`src/sv/ctsm_pkg.sv`:
```
// ----------------------------------------------------------------------------
// ctsm_pkg
// Shared types and constants of the call timing sample monitor.
// ----------------------------------------------------------------------------
package ctsm_pkg;

  localparam int unsigned CFG_INDEX_W = 8;
  localparam int unsigned CFG_DATA_W  = 32;

  localparam logic [CFG_INDEX_W-1:0] CFG_EXIT_QUOTA       = 8'd0;
  localparam logic [CFG_INDEX_W-1:0] CFG_SAMPLING_ENABLED = 8'd1;

  localparam logic [31:0] EXIT_QUOTA_RESET = 32'd10000;

  localparam logic KIND_ENTRY = 1'b0;
  localparam logic KIND_EXIT  = 1'b1;

  typedef struct packed {
    logic        kind;
    logic [7:0]  function_id;
    logic [2:0]  thread_id;
    logic [63:0] timestamp;
  } in_item_t;

  typedef struct packed {
    logic [7:0]  done_function;
    logic [2:0]  done_thread;
    logic [63:0] elapsed_ticks;
    logic [63:0] shortest;
    logic [63:0] longest;
    logic [63:0] summed_time;
    logic [31:0] thread_calls;
    logic [31:0] all_calls;
    logic        stop_sampling;
    logic [31:0] stops_so_far;
  } out_item_t;

endpackage

```
`src/sv/ctsm_queue.sv`:
```
// ----------------------------------------------------------------------------
// ctsm_queue
// Two-entry event queue between the front end and the statistics engine.
// ----------------------------------------------------------------------------
module ctsm_queue (
  input  logic                clk,
  input  logic                rst_n,
  input  logic                push_valid,
  output logic                push_ready,
  input  ctsm_pkg::in_item_t  push_data,
  output logic                pop_valid,
  input  logic                pop_ready,
  output ctsm_pkg::in_item_t  pop_data
);
  import ctsm_pkg::*;

  in_item_t   slot_r [2];
  logic       wr_ptr_r;
  logic       rd_ptr_r;
  logic [1:0] count_r;
  logic       push;
  logic       pop;

  assign push_ready = (count_r != 2'd2);
  assign pop_valid  = (count_r != 2'd0);
  assign pop_data   = slot_r[rd_ptr_r];
  assign push       = push_valid && push_ready;
  assign pop        = pop_valid && pop_ready;

  always_ff @(posedge clk) begin
    if (push) begin
      slot_r[wr_ptr_r] <= push_data;
    end
  end

  always_ff @(posedge clk) begin
    if (!rst_n) begin
      wr_ptr_r <= 1'b0;
      rd_ptr_r <= 1'b0;
      count_r  <= 2'd0;
    end else begin
      if (push) begin
        wr_ptr_r <= !wr_ptr_r;
      end
      if (pop) begin
        rd_ptr_r <= !rd_ptr_r;
      end
      if (push && !pop) begin
        count_r <= count_r + 2'd1;
      end else if (pop && !push) begin
        count_r <= count_r - 2'd1;
      end
    end
  end

endmodule

```
`config.mk`:
```
export PLATFORM = sky130hd
export DESIGN_NAME = ctsm_queue
export DESIGN_NICKNAME = d
export VERILOG_FILES = /design/src/sv/ctsm_pkg.sv /design/src/sv/ctsm_queue.sv
export SDC_FILE = /design/constraint.sdc
export NUM_CORES = 1
export LEC_CHECK = 0
export ABC_AREA = 1
export ABC_CLOCK_PERIOD_IN_PS = 4900
export BUFFER_PORTS_ARGS = -buffer_cell sky130_fd_sc_hd__clkbuf_2
export CAP_MARGIN = 10
export CORE_UTILIZATION = 52
export CTS_BUF_LIST = sky130_fd_sc_hd__clkbuf_16
export CTS_CLUSTER_SIZE = 8
export DETAILED_ROUTE_END_ITERATION = 8
export HOLD_SLACK_MARGIN = 0.08
export PLACE_DENSITY = 0.86
export SYNTH_ARGS = -nofsm -noshare
export SYNTH_HDL_FRONTEND = slang
export SYNTH_SLANG_ARGS = --single-unit
export TNS_END_PERCENT = 20
```
`constraint.sdc`:
```
create_clock -name clk -period 4.9 [get_ports clk]
set_input_delay 0.245 -clock clk [delete_from_list [all_inputs] [get_ports clk]]
set_output_delay 0.245 -clock clk [all_outputs]
set_load 0.05 [all_outputs]
```
==> reports/qor.csv <==
stage,metric,value,unit
sta,Max Fclk,366,MHz
route,Routed WL,11.3,mm
route,number of DRC markers in iteration 0,179,
die,row count,38,
pwr,Tot Pwr,4540,uW
die,Starting Density,0.538,
sta,RSZ-0062 raised after global routing,no,
die,die footprint,11700,um^2
cts,number of gates resized after cts,0,
global_route,vias in the first global route,3451,
synthesis,sequential area share after synthesis,0.794,
finish,Finished Cell Area,8180,um^2
route,post-route ant nets,0,
cts,H-tree depth,4,
placed_design,gp weighted congestion,0.694,
sta,Fin. Hold Viols,0,
route,DR WL/cell,16.7,um
sta,fin crit share,0.558,
route,vias per cell,4.94,
synthesis,Synth Register Bits,157,
finish,ANT cells,0,
critical_path,Critical Path Sink Type,output port,
route,DR pass1 iterations,4,
sta,Fin Setup TNS,0,ns
pwr,Leakage,0.00326,uW
cts,setup bufs post-CTS,0,
pwr,VDD IR max,0.368,mV
finish,share of layout cells above drive strength 1,0.508,
cts,CTS clock-pin slew for the worst setup and hold paths,0.06,ns
job,max cap viols,0,
sta,"Slew Viols, Final",0,
synthesis,syn_area_per_cell,21.5,um^2
sta,setup violators final,0,
placed_design,IO buf count,157,
cts,Clock Root Buffer,clkbuf_16,
cts,CTS tree,done,
sta,Fin Clk Skew,0.00662,ns
sta,Slew HR,0.334,
die,core area,10900,um^2
global_route,largest net degree at the start of global routing,77,
critical_path,Max Fanout on Critical Path,39,
critical_path,WP data arrival,2.49,ns
cts,Sinks on Clock Net,157,
placed_design,DP Area,6820,um^2
die,top-level I/O count,158,
die,die span in y,108,um
synthesis,Mapped Area,5880,um^2
critical_path,R2R Setup Slk,2.87,ns
synthesis,Syn Inst Count,273,
sta,Worst Tran Pin Value,0.999,ns
cts,CTS buffer count,17,
finish,"commonest cells after routing, fill and taps aside","157 x clkbuf_2, 152 x edfxtp_1, 77 x dlygate4sd3_1",
cts,"Clk Latency, worst-skew pair",0.41,ns
cts,clock tree buffer depth,2,
run_status,outcome,completed,
pwr,Power Density,556,nW/um^2
route,drt drc,0,
synthesis,Yosys Warn Count,0,
critical_path,data required time of the critical path,4.66,ns
synthesis,post-synthesis net count,354,
route,routed via count,3335,
hold_path,Hold WC Path Type,input port to register,
critical_path,CP startpoint kind,register,
global_route,global route total overflow,0,
global_route,antenna violations before repair,0,
sta,minimum clock period,2.73,ns
die,DIE WIDTH,108,um
global_route,first-pass GRT wire length,16.6,mm
finish,Area growth syn-to-layout,39.1,%
critical_path,Crit Path Class,register to output port,
finish,"most common cell after layout, fill and taps aside",clkbuf_2,
finish,nets,603,
global_route,Overall Global Routing Usage,0.197,
synthesis,Netlist cell types,16,
placed_design,HPWL after DPL,6.64,mm
[timing repair]
action	in CTS	in global routing
setup endpoints to repair	0	0
hold buffers	77	0
endpoints found under the hold margin	153	0
[stage by stage]
stage	hold WS (ns)	util	setup WS (ns)	std cells
finish	0.254	0.748	2.17	675
global route	0.262	0.748	2.05	675
CTS	0.232	0.748	2.15	675
detailed placement	0.439	0.624	2.61	566
global placement	0.433	0.624	2.63	566
floorplan	0.344	-	0.246	273
[flip-flops by register name, summed over array words and instances, names as in the netlist, named ones only]
register / flops
wr_ptr_r: 1
slot_r: 152
count_r: 2
rd_ptr_r: 1
[where the power goes]
group	switching (uW)	internal, uW
Combinational	1020	449
Clock	526	759
Sequential	89.0	1700
Total	1640	2910
[cell families (layout without fill, tap and decap cells)]
group | count (synthesis) | in the layout | synth area share
multiplexers | 76 | 76 | 0.171
flip-flops | 157 | 157 | 0.794
adder cells (fa/ha/maj) | 1 | 1 | 0.00213
buffers and inverters | 16 | 278 | 0.0166
AO/OA/AOI/OAI | 4 | 4 | 0.00383
AND/OR/NAND/NOR | 19 | 19 | 0.0128
[layout make-up]
type,instances,area (um^2)
sequential,157,4670
fill,640,2760
timing repair buffer,238,1590
multi-input combinational,100,1130
clock buffer,17,425
tap,140,175
clock inverter,15,159
inverter,8,30.0
[synth_stat cells]
library cell | number | area [um^2]
buf_4 | 1 | 7.51
o21a_1 | 1 | 7.51
mux2_4 | 40 | 601
nor2_1 | 8 | 30.0
o21ai_0 | 2 | 10.0
nand2_1 | 9 | 33.8
buf_2 | 3 | 15.0
edfxtp_1 | 152 | 4560
ha_1 | 1 | 12.5
a21oi_1 | 1 | 5.00
inv_1 | 8 | 30.0
nand3_1 | 1 | 5.00
mux2_2 | 36 | 405
dfxtp_1 | 5 | 100
nand4_1 | 1 | 6.26
buf_6 | 4 | 45.0
[metal layers]
metal | vias to the layer above | track usage | routed length, um
met1 | 1634 | 0.210 | 4410
met2 | 125 | 0.356 | 6010
met3 | 13 | 0.0645 | 699
li1 | 1563 | - | -
met5 | - | 0 | 0
met4 | 0 | 0.0869 | 162
[worst max-delay path, stage by stage (launching register included)]
cell and delay (ns):
dfxtp_4 0.73, buf_4 0.65, mux2_2 0.42, clkbuf_2 0.24
[final timing paths]
| check | startpoint | to | depth (start not counted) |
|---|---|---|---|
| hold / removal | pop_ready | register | 4 |
| setup / recovery | register | pop_data[72] | 3 |
| setup reg to reg | count_r[0] | slot_r[1][52] | 5 |
| hold reg to reg | rd_ptr_r | rd_ptr_r | 2 |
Note: power is estimated with default switching activity, not from simulation.
